**config.mk**
```make
export PLATFORM = sky130hd
export DESIGN_NAME = elevator_nearest_car_dispatch
export DESIGN_NICKNAME = d
export VERILOG_FILES = /design/src/design/encd_pkg.sv /design/src/design/encd_cell.sv /design/src/design/elevator_nearest_car_dispatch.sv
export SDC_FILE = /design/constraint.sdc
export NUM_CORES = 1
export LEC_CHECK = 0
export BUFFER_PORTS_ARGS = -buffer_cell sky130_fd_sc_hd__buf_4
export CAP_MARGIN = 20
export CORE_ASPECT_RATIO = 1.4
export CORE_MARGIN = 5
export CORE_UTILIZATION = 63
export CTS_BUF_LIST = sky130_fd_sc_hd__clkbuf_8
export DETAILED_ROUTE_END_ITERATION = 8
export PLACE_DENSITY_LB_ADDON = 0.12
export SLEW_MARGIN = 20
export SYNTH_ARGS = -nofsm -noshare
export SYNTH_HDL_FRONTEND = slang
export SYNTH_HIERARCHICAL = 1
export SYNTH_SLANG_ARGS = --single-unit
export TNS_END_PERCENT = 10
```
**constraint.sdc**
```tcl
create_clock -name clk -period 6.9 [get_ports clk]
set_clock_uncertainty 0.15 [all_clocks]
set_input_delay 1.38 -clock clk [delete_from_list [all_inputs] [get_ports clk]]
set_output_delay 1.38 -clock clk [all_outputs]
set_load 0.02 [all_outputs]
```
**src/design/encd_pkg.sv**
```systemverilog
// encd_pkg: shared types, constants and helpers for the nearest-car dispatch block.
// No dependencies; imported by every module under design/.
`default_nettype none
package encd_pkg;

    localparam int MAX_CARS    = 8;
    localparam int FLOOR_BITS  = 8;
    localparam int TRAVEL_BITS = 24;

    localparam int CAR_BITS  = (MAX_CARS > 1) ? $clog2(MAX_CARS) : 1;
    localparam int CNT_W     = $clog2(MAX_CARS + 1);
    localparam int CAR_OUT_W = 3;
    localparam int ADD_W     = FLOOR_BITS + 1;

    localparam int TOP_FLOOR_W = 8;
    localparam int CAR_COUNT_W = 4;
    localparam int APB_ADDR_W  = 3;
    localparam int APB_DATA_W  = 32;

    localparam logic [TOP_FLOOR_W-1:0] TOP_FLOOR_RST = 8'd255;
    localparam logic [CAR_COUNT_W-1:0] CAR_COUNT_RST = 4'd8;

    // register select is paddr[2]
    localparam logic REG_TOP_FLOOR = 1'b0;
    localparam logic REG_CAR_COUNT = 1'b1;

    typedef struct packed {
        logic [FLOOR_BITS-1:0]  floor;
        logic [TRAVEL_BITS-1:0] travel;
    } car_t;

    typedef enum logic [2:0] {
        ST_IDLE,
        ST_SCAN,
        ST_PREP,
        ST_UPDATE,
        ST_DONE
    } state_t;

    function automatic logic [FLOOR_BITS-1:0] floor_dist(
        input logic [FLOOR_BITS-1:0] a,
        input logic [FLOOR_BITS-1:0] b
    );
        floor_dist = (a > b) ? (a - b) : (b - a);
    endfunction

endpackage
`default_nettype wire

```
**src/design/encd_cell.sv**
```systemverilog
// encd_cell: one car slot of the rotating car ring (floor and travel total).
// Depends on encd_pkg for car_t.
`default_nettype none
module encd_cell (
    input  wire logic          clk,
    input  wire logic          rst_n,
    input  wire logic          shift,
    input  wire encd_pkg::car_t car_in,
    output encd_pkg::car_t     car_out
);
    import encd_pkg::*;

    car_t car_reg;
    car_t car_next;

    always_comb
    begin
        car_next = shift ? car_in : car_reg;
    end

    always_ff @(posedge clk or negedge rst_n)
    begin
        if (!rst_n)
        begin
            car_reg <= '0;
        end
        else
        begin
            car_reg <= car_next;
        end
    end

    assign car_out = car_reg;

endmodule
`default_nettype wire

```
**src/design/elevator_nearest_car_dispatch.sv**
```systemverilog
// elevator_nearest_car_dispatch: top level, APB registers, control FSM, car ring.
// Depends on encd_pkg and encd_cell.
//
// A request is taken when start is high and busy is low. The cars sit in a ring
// of MAX_CARS cells that rotates one slot per cycle past a single compare unit:
// one full turn finds the nearest car, a prep step forms the added distance, a
// second turn applies the move and finds the least-travel car. The result is
// shown on the result ports for one cycle with done high after the second turn;
// busy stays high through that cycle and falls in the idle state that follows,
// where the next request can be taken. done cannot be held off; the receiver
// must take the beat in that cycle. Rejected requests take the same time.
`default_nettype none
module elevator_nearest_car_dispatch (
    input  wire logic                                clk,
    input  wire logic                                rst_n,
    input  wire logic                                psel,
    input  wire logic                                penable,
    input  wire logic                                pwrite,
    input  wire logic [encd_pkg::APB_ADDR_W-1:0]     paddr,
    input  wire logic [encd_pkg::APB_DATA_W-1:0]     pwdata,
    output logic      [encd_pkg::APB_DATA_W-1:0]     prdata,
    output logic                                     pready,
    input  wire logic                                start,
    output logic                                     busy,
    input  wire logic [encd_pkg::FLOOR_BITS-1:0]     origin_floor,
    input  wire logic [encd_pkg::FLOOR_BITS-1:0]     dest_floor,
    output logic                                     done,
    output logic                                     accepted,
    output logic      [encd_pkg::CAR_OUT_W-1:0]      chosen_car,
    output logic      [encd_pkg::FLOOR_BITS-1:0]     start_floor,
    output logic      [encd_pkg::TRAVEL_BITS-1:0]    car_travel,
    output logic      [encd_pkg::CAR_OUT_W-1:0]      least_travel_car,
    output logic      [encd_pkg::TRAVEL_BITS-1:0]    least_travel
);
    import encd_pkg::*;

    // configuration
    logic [TOP_FLOOR_W-1:0] top_floor_reg;
    logic [CAR_COUNT_W-1:0] car_count_reg;
    logic                   cfg_wr;

    assign pready = 1'b1;
    assign cfg_wr = psel && penable && pwrite;

    always_ff @(posedge clk or negedge rst_n)
    begin
        if (!rst_n)
        begin
            top_floor_reg <= TOP_FLOOR_RST;
            car_count_reg <= CAR_COUNT_RST;
        end
        else if (cfg_wr)
        begin
            case (paddr[2])
                REG_TOP_FLOOR: top_floor_reg <= pwdata[TOP_FLOOR_W-1:0];
                REG_CAR_COUNT: car_count_reg <= pwdata[CAR_COUNT_W-1:0];
                default: ;
            endcase
        end
    end

    always_comb
    begin
        case (paddr[2])
            REG_TOP_FLOOR: prdata = APB_DATA_W'(top_floor_reg);
            REG_CAR_COUNT: prdata = APB_DATA_W'(car_count_reg);
            default:       prdata = '0;
        endcase
        if (paddr[1:0] != 2'b00)
        begin
            prdata = '0;
        end
    end

    // control
    state_t state_reg;
    state_t state_next;
    logic [CAR_BITS-1:0] cnt_reg;
    logic [CAR_BITS-1:0] cnt_next;
    logic cnt_last;
    logic take;
    logic shift;
    logic scan_en;
    logic upd_en;
    logic prep_en;

    assign take     = start && !busy;
    assign cnt_last = (cnt_reg == CAR_BITS'(MAX_CARS - 1));

    always_comb
    begin
        state_next = state_reg;
        case (state_reg)
            ST_IDLE:   if (start) state_next = ST_SCAN;
            ST_SCAN:   if (cnt_last) state_next = ST_PREP;
            ST_PREP:   state_next = ST_UPDATE;
            ST_UPDATE: if (cnt_last) state_next = ST_DONE;
            ST_DONE:   state_next = ST_IDLE;
            default:   state_next = ST_IDLE;
        endcase
    end

    always_comb
    begin
        busy    = 1'b1;
        done    = 1'b0;
        scan_en = 1'b0;
        upd_en  = 1'b0;
        prep_en = 1'b0;
        case (state_reg)
            ST_IDLE:   busy    = 1'b0;
            ST_SCAN:   scan_en = 1'b1;
            ST_PREP:   prep_en = 1'b1;
            ST_UPDATE: upd_en  = 1'b1;
            ST_DONE:   done    = 1'b1;
            default:   busy    = 1'b0;
        endcase
    end

    assign shift = scan_en || upd_en;

    always_comb
    begin
        cnt_next = cnt_reg;
        if (take || prep_en)
        begin
            cnt_next = '0;
        end
        else if (shift)
        begin
            cnt_next = cnt_last ? '0 : cnt_reg + 1'b1;
        end
    end

    always_ff @(posedge clk or negedge rst_n)
    begin
        if (!rst_n)
        begin
            state_reg <= ST_IDLE;
            cnt_reg   <= '0;
        end
        else
        begin
            state_reg <= state_next;
            cnt_reg   <= cnt_next;
        end
    end

    // car ring: cell 0 is the head, contents move toward it
    car_t ring[MAX_CARS];
    car_t head;
    car_t feed;

    assign head = ring[0];

    generate
        for (genvar i = 0; i < MAX_CARS; i++)
        begin : g_cell
            if (i == MAX_CARS - 1)
            begin : g_tail
                encd_cell u_cell (
                    .clk     (clk),
                    .rst_n   (rst_n),
                    .shift   (shift),
                    .car_in  (feed),
                    .car_out (ring[i])
                );
            end
            else
            begin : g_body
                encd_cell u_cell (
                    .clk     (clk),
                    .rst_n   (rst_n),
                    .shift   (shift),
                    .car_in  (ring[i+1]),
                    .car_out (ring[i])
                );
            end
        end
    endgenerate

    // request and datapath registers
    logic                   valid_reg;
    logic                   valid_next;
    logic [CNT_W-1:0]       ncars_reg;
    logic [CNT_W-1:0]       ncars_next;
    logic [FLOOR_BITS-1:0]  origin_reg;
    logic [FLOOR_BITS-1:0]  dest_reg;
    logic [FLOOR_BITS-1:0]  trip_reg;
    logic [FLOOR_BITS-1:0]  best_reg;
    logic [FLOOR_BITS-1:0]  best_next;
    logic [CAR_BITS-1:0]    pick_reg;
    logic [CAR_BITS-1:0]    pick_next;
    logic [TRAVEL_BITS-1:0] pick_trv_reg;
    logic [TRAVEL_BITS-1:0] pick_trv_next;
    logic [ADD_W-1:0]       add_reg;
    logic [FLOOR_BITS-1:0]  start_reg;
    logic [FLOOR_BITS-1:0]  start_next;
    logic [TRAVEL_BITS-1:0] ctrv_reg;
    logic [TRAVEL_BITS-1:0] ctrv_next;
    logic [CAR_BITS-1:0]    lcar_reg;
    logic [CAR_BITS-1:0]    lcar_next;
    logic [TRAVEL_BITS-1:0] least_reg;
    logic [TRAVEL_BITS-1:0] least_next;

    logic [31:0]            cc32;
    logic                   active;
    logic [FLOOR_BITS-1:0]  d_head;
    logic [TRAVEL_BITS:0]   sum;
    logic [TRAVEL_BITS-1:0] tsat;
    logic [TRAVEL_BITS-1:0] tv;
    logic                   hit;

    assign cc32   = 32'(car_count_reg);
    assign active = (CNT_W'(cnt_reg) < ncars_reg);
    assign d_head = floor_dist(head.floor, origin_reg);
    assign sum    = {1'b0, head.travel} + (TRAVEL_BITS + 1)'(add_reg);
    assign tsat   = sum[TRAVEL_BITS] ? {TRAVEL_BITS{1'b1}} : sum[TRAVEL_BITS-1:0];
    assign hit    = valid_reg && (cnt_reg == pick_reg);
    assign tv     = hit ? tsat : head.travel;

    always_comb
    begin
        valid_next    = valid_reg;
        ncars_next    = ncars_reg;
        best_next     = best_reg;
        pick_next     = pick_reg;
        pick_trv_next = pick_trv_reg;
        start_next    = start_reg;
        ctrv_next     = ctrv_reg;
        lcar_next     = lcar_reg;
        least_next    = least_reg;
        feed          = head;

        if (take)
        begin
            valid_next = !((origin_floor > top_floor_reg) || (dest_floor > top_floor_reg)
                           || (dest_floor == origin_floor));
            if (cc32 == 32'd0)
            begin
                ncars_next = CNT_W'(1);
            end
            else if (cc32 > 32'(MAX_CARS))
            begin
                ncars_next = CNT_W'(MAX_CARS);
            end
            else
            begin
                ncars_next = CNT_W'(cc32);
            end
        end

        if (scan_en && active)
        begin
            if (cnt_reg == '0)
            begin
                best_next     = d_head;
                pick_next     = '0;
                pick_trv_next = head.travel;
            end
            else if ((d_head < best_reg)
                     || ((d_head == best_reg) && (head.travel < pick_trv_reg)))
            begin
                best_next     = d_head;
                pick_next     = cnt_reg;
                pick_trv_next = head.travel;
            end
        end

        if (upd_en)
        begin
            if (hit)
            begin
                feed.floor  = dest_reg;
                feed.travel = tsat;
                start_next  = head.floor;
                ctrv_next   = tsat;
            end
            if (active)
            begin
                if (cnt_reg == '0)
                begin
                    least_next = tv;
                    lcar_next  = '0;
                end
                else if (tv < least_reg)
                begin
                    least_next = tv;
                    lcar_next  = cnt_reg;
                end
            end
        end
    end

    always_ff @(posedge clk or negedge rst_n)
    begin
        if (!rst_n)
        begin
            valid_reg <= 1'b0;
            ncars_reg <= CNT_W'(1);
        end
        else
        begin
            valid_reg <= valid_next;
            ncars_reg <= ncars_next;
        end
    end

    always_ff @(posedge clk)
    begin
        if (take)
        begin
            origin_reg <= origin_floor;
            dest_reg   <= dest_floor;
            trip_reg   <= floor_dist(origin_floor, dest_floor);
        end
        if (prep_en)
        begin
            add_reg <= ADD_W'(best_reg) + ADD_W'(trip_reg);
        end
        best_reg     <= best_next;
        pick_reg     <= pick_next;
        pick_trv_reg <= pick_trv_next;
        start_reg    <= start_next;
        ctrv_reg     <= ctrv_next;
        lcar_reg     <= lcar_next;
        least_reg    <= least_next;
    end

    // results
    assign accepted         = valid_reg;
    assign chosen_car       = valid_reg ? CAR_OUT_W'(pick_reg) : '0;
    assign start_floor      = valid_reg ? start_reg : '0;
    assign car_travel       = valid_reg ? ctrv_reg : '0;
    assign least_travel_car = CAR_OUT_W'(lcar_reg);
    assign least_travel     = least_reg;

endmodule
`default_nettype wire

```
==> results.yml <==
placed_design:
  gp_routability_congestion: 0.894
  dp_hpwl_um: 29300
  port-buffer-count: 105
  place_inst: 2081
  post_dp_cell_area_mm2: 0.0220
die:
  die_h_um: 227
  coreArea_mm2: 0.0333
  initial_core_util_pct: 63.9
  die_area_mm2: 0.0376
  rows: 79
  ios: 155
  dieWidth_um: 165
sta:
  period_minus_slack_ps: 6040
  max_freq_ghz: 0.165
  hold_viol: 0
  setup_viol: 0
  rsz0062_at_grt: "false"
  fin_crit_sh_pct: 87.6
  maxSlewHeadroom_pct: 27.2
  fin_setup_tns_ps: 0
  final_max_slew_viol_count: 0
  worstMarginPinSlew_ps: 1090
cells_and_area:
  syn_to_final_growth_pct: 9.55
  post_route_cells_drive_above_1_share_pct: 29.8
  layout.nets: 1883
  final_cell_mix: "269 x dfrtp_1, 240 x mux2_4, 142 x inv_1, 127 x edfxtp_1, 122 x ha_1"
  largest_register_ff_count: 224
  final_area_mm2: 0.0233
  insertedDiodeCount: 0
  final_common_cell: "dfrtp_1"
  instances_no_fill: 2194
grt:
  grt_pass1_vias: 12800
  grt_antenna_before_repair: 0
  grt_pass1_wl_um: 67800
  overflow: 0
  grt_start_max_net_pins: 164
  track_usage_pct: 22.7
flow_run:
  maxCapViolations: 0
route:
  drt_iter0_markers: 673
  drtPass1Iterations: 5
  route.detailed.drc: 0
  vias: 12200
  drtAntennaViolNets: 0
  vias_per_cell: 5.55
  wl_per_cell_um: 19.2
  routed_wirelength_um: 42200
clock_tree:
  cts-resized-gates: 0
  cts_inserted_buffers: 60
  h-tree-depth: 2
  cts_tree: "built"
  cts.clk_slew.worst_paths_ps: 60
  clock_latency_ps: 640
  cts_sinks: 406
  cts-hold-fix-buffers: 0
  cts_setup_buffers: 0
  cts_buffer_depth: 3
  root_buffer: "clkbuf_8"
logic_synthesis:
  avgSynthCellArea_um2: 13.5
  synthesis.instances: 1579
  syn_area_mm2: 0.0213
  netlist-cell-type-count: 80
  ys_seq_elements: 406
  synthArstFlopShare_pct: 68.7
  synth_seq_area_share_pct: 50.8
  yosysWarnings: 6
  ys.flop_type: "dfrtp_1"
  synth_edf_count: 127
setup_path:
  ff2ff_setup_slack_ps: 860
  end_kind: "flop"
  criticalPathCategory: "flop to flop"
  r2r_end: "least_travel[22]$_DFFE_PP_"
  worstSetupStartpointType: "flop"
  cp.arrival_ps: 6180
  crit_fanout: 18
  ff2ff_path_depth: 19
  critPathRequiredTime_ps: 7040
  r2r-start: "g_cell[0].g_body.u_cell/car_out[0]$_DFFE_PN0P_"
  cp-startpoint: "g_cell[0].g_body.u_cell/car_out[0]$_DFFE_PN0P_"
power_and_ir_drop:
  p_total_mw: 9.24
  power.density_mw_per_mm2: 396
  cellLeakagePower_nw: 11.8
  ir_drop_uv: 308
outcome:
  status: "finished, final reports clean"
min_path:
  min_path_cells: 2
  hold_start: "ncars_reg[0]$_DFFE_PN1P_"
  hp-class: "flop to flop"
  hold_path_end: "ncars_reg[0]$_DFFE_PN1P_"
layer usage:
layer	vias up	part of all wire, %	routed length [um]	GRT usage (%)
met1	6034	42	17500	28.6
met2	268	50	21100	38.9
met5	-	0	0	0
li1	5771	-	-	-
met4	0	3.6	1530	8.55
met3	97	4.9	2080	4.73
worst max-delay path, stage by stage, from the launching register on:
cell	delay, ps
dfrtp_1	450
ha_1	260
fa_1	410
a21o_1	200
a21oi_1	310
nor3b_2	120
o21a_1	270
o211ai_2	490
buf_4	350
nand2_1	110
o22a_1	260
ha_1	310
a21o_1	190
a21oi_1	130
nor2b_1	60
o21ai_0	150
a211oi_1	130
o31ai_1	370
o311a_1	570
buf_4	380
cell type report:
class                      count  area [um^2]
clock buffer                  72          991
inverter                     130          495
tap                          445          557
sequential                   406        10800
multi-input combinational    983         9190
fill                        2382        10000
clock inverter                41          345
timing repair buffer         117          915
per-stage QoR:
stage	util (%)	hold WS, ps	setup slack, ps
detailed placement	65.9	322	899
CTS	69.9	331	824
finish	69.9	330	855
global route	69.9	354	525
floorplan	-	301	1330
global placement	65.9	312	1010
kinds of logic after synthesis:
group | share of synthesized area [%]
muxes | 19.8
and+or+nand+nor | 6.32
AOI/OAI and AO/OA | 7.21
buffers and inverters | 6.46
DFF | 50.8
adders and majority gates | 7.74
xor gates and xnor gates | 1.65
other | 0.0353
power by group:
part / internal, mW / total [mW] / switching, mW
logic: 1.57 / 3.43 / 1.86
registers: 3.26 / 3.68 / 0.424
clock network: 1.18 / 2.12 / 0.945
synthesized netlist by cell type (all sizes together), types with 2 or more instances:
cell type,number,area [um^2]
dfstp,10,263
a221oi,4,41.3
and4,6,52.6
xor2,11,96.3
mux2,281,4070
a311oi,2,17.5
fa,6,120
nand4,13,81.3
xnor2,29,254
a21o,29,218
or2,4,25.0
o21a,8,60.1
inv,129,484
nand2,85,319
ha,122,1530
a21oi,65,348
nand2b,9,56.3
nor2,40,155
dfrtp,269,6730
o21bai,3,22.5
o22a,4,35.0
o21ai,51,263
o211ai,5,42.5
and2,45,283
and3,9,56.3
buf,67,826
edfxtp,127,3810
a2111oi,3,45.1
nand3b,3,22.5
o31ai,7,57.6
conb,2,7.51
nor3,14,70.1
mux2i,14,140
nand3,16,85.1
a211oi,8,60.1
nor2b,12,75.1
clkbuf,16,60.1
a21boi,7,56.3
or3,2,17.5
a31oi,23,144
worst max-delay path by stage:
stage          slack, ps                          to  cells after the start
3_3_place_gp        1010  least_travel[11]$_DFFE_PP_                     19
5_1_grt              530  least_travel[22]$_DFFE_PP_                     19
2_1_floorplan       1330       best_reg[0]$_DFFE_PP_                     15
6_report             860  least_travel[22]$_DFFE_PP_                     19
4_1_cts              820  least_travel[22]$_DFFE_PP_                     19
3_5_place_dp         900  least_travel[13]$_DFFE_PP_                     19
Power figures use the tool's default switching activity.
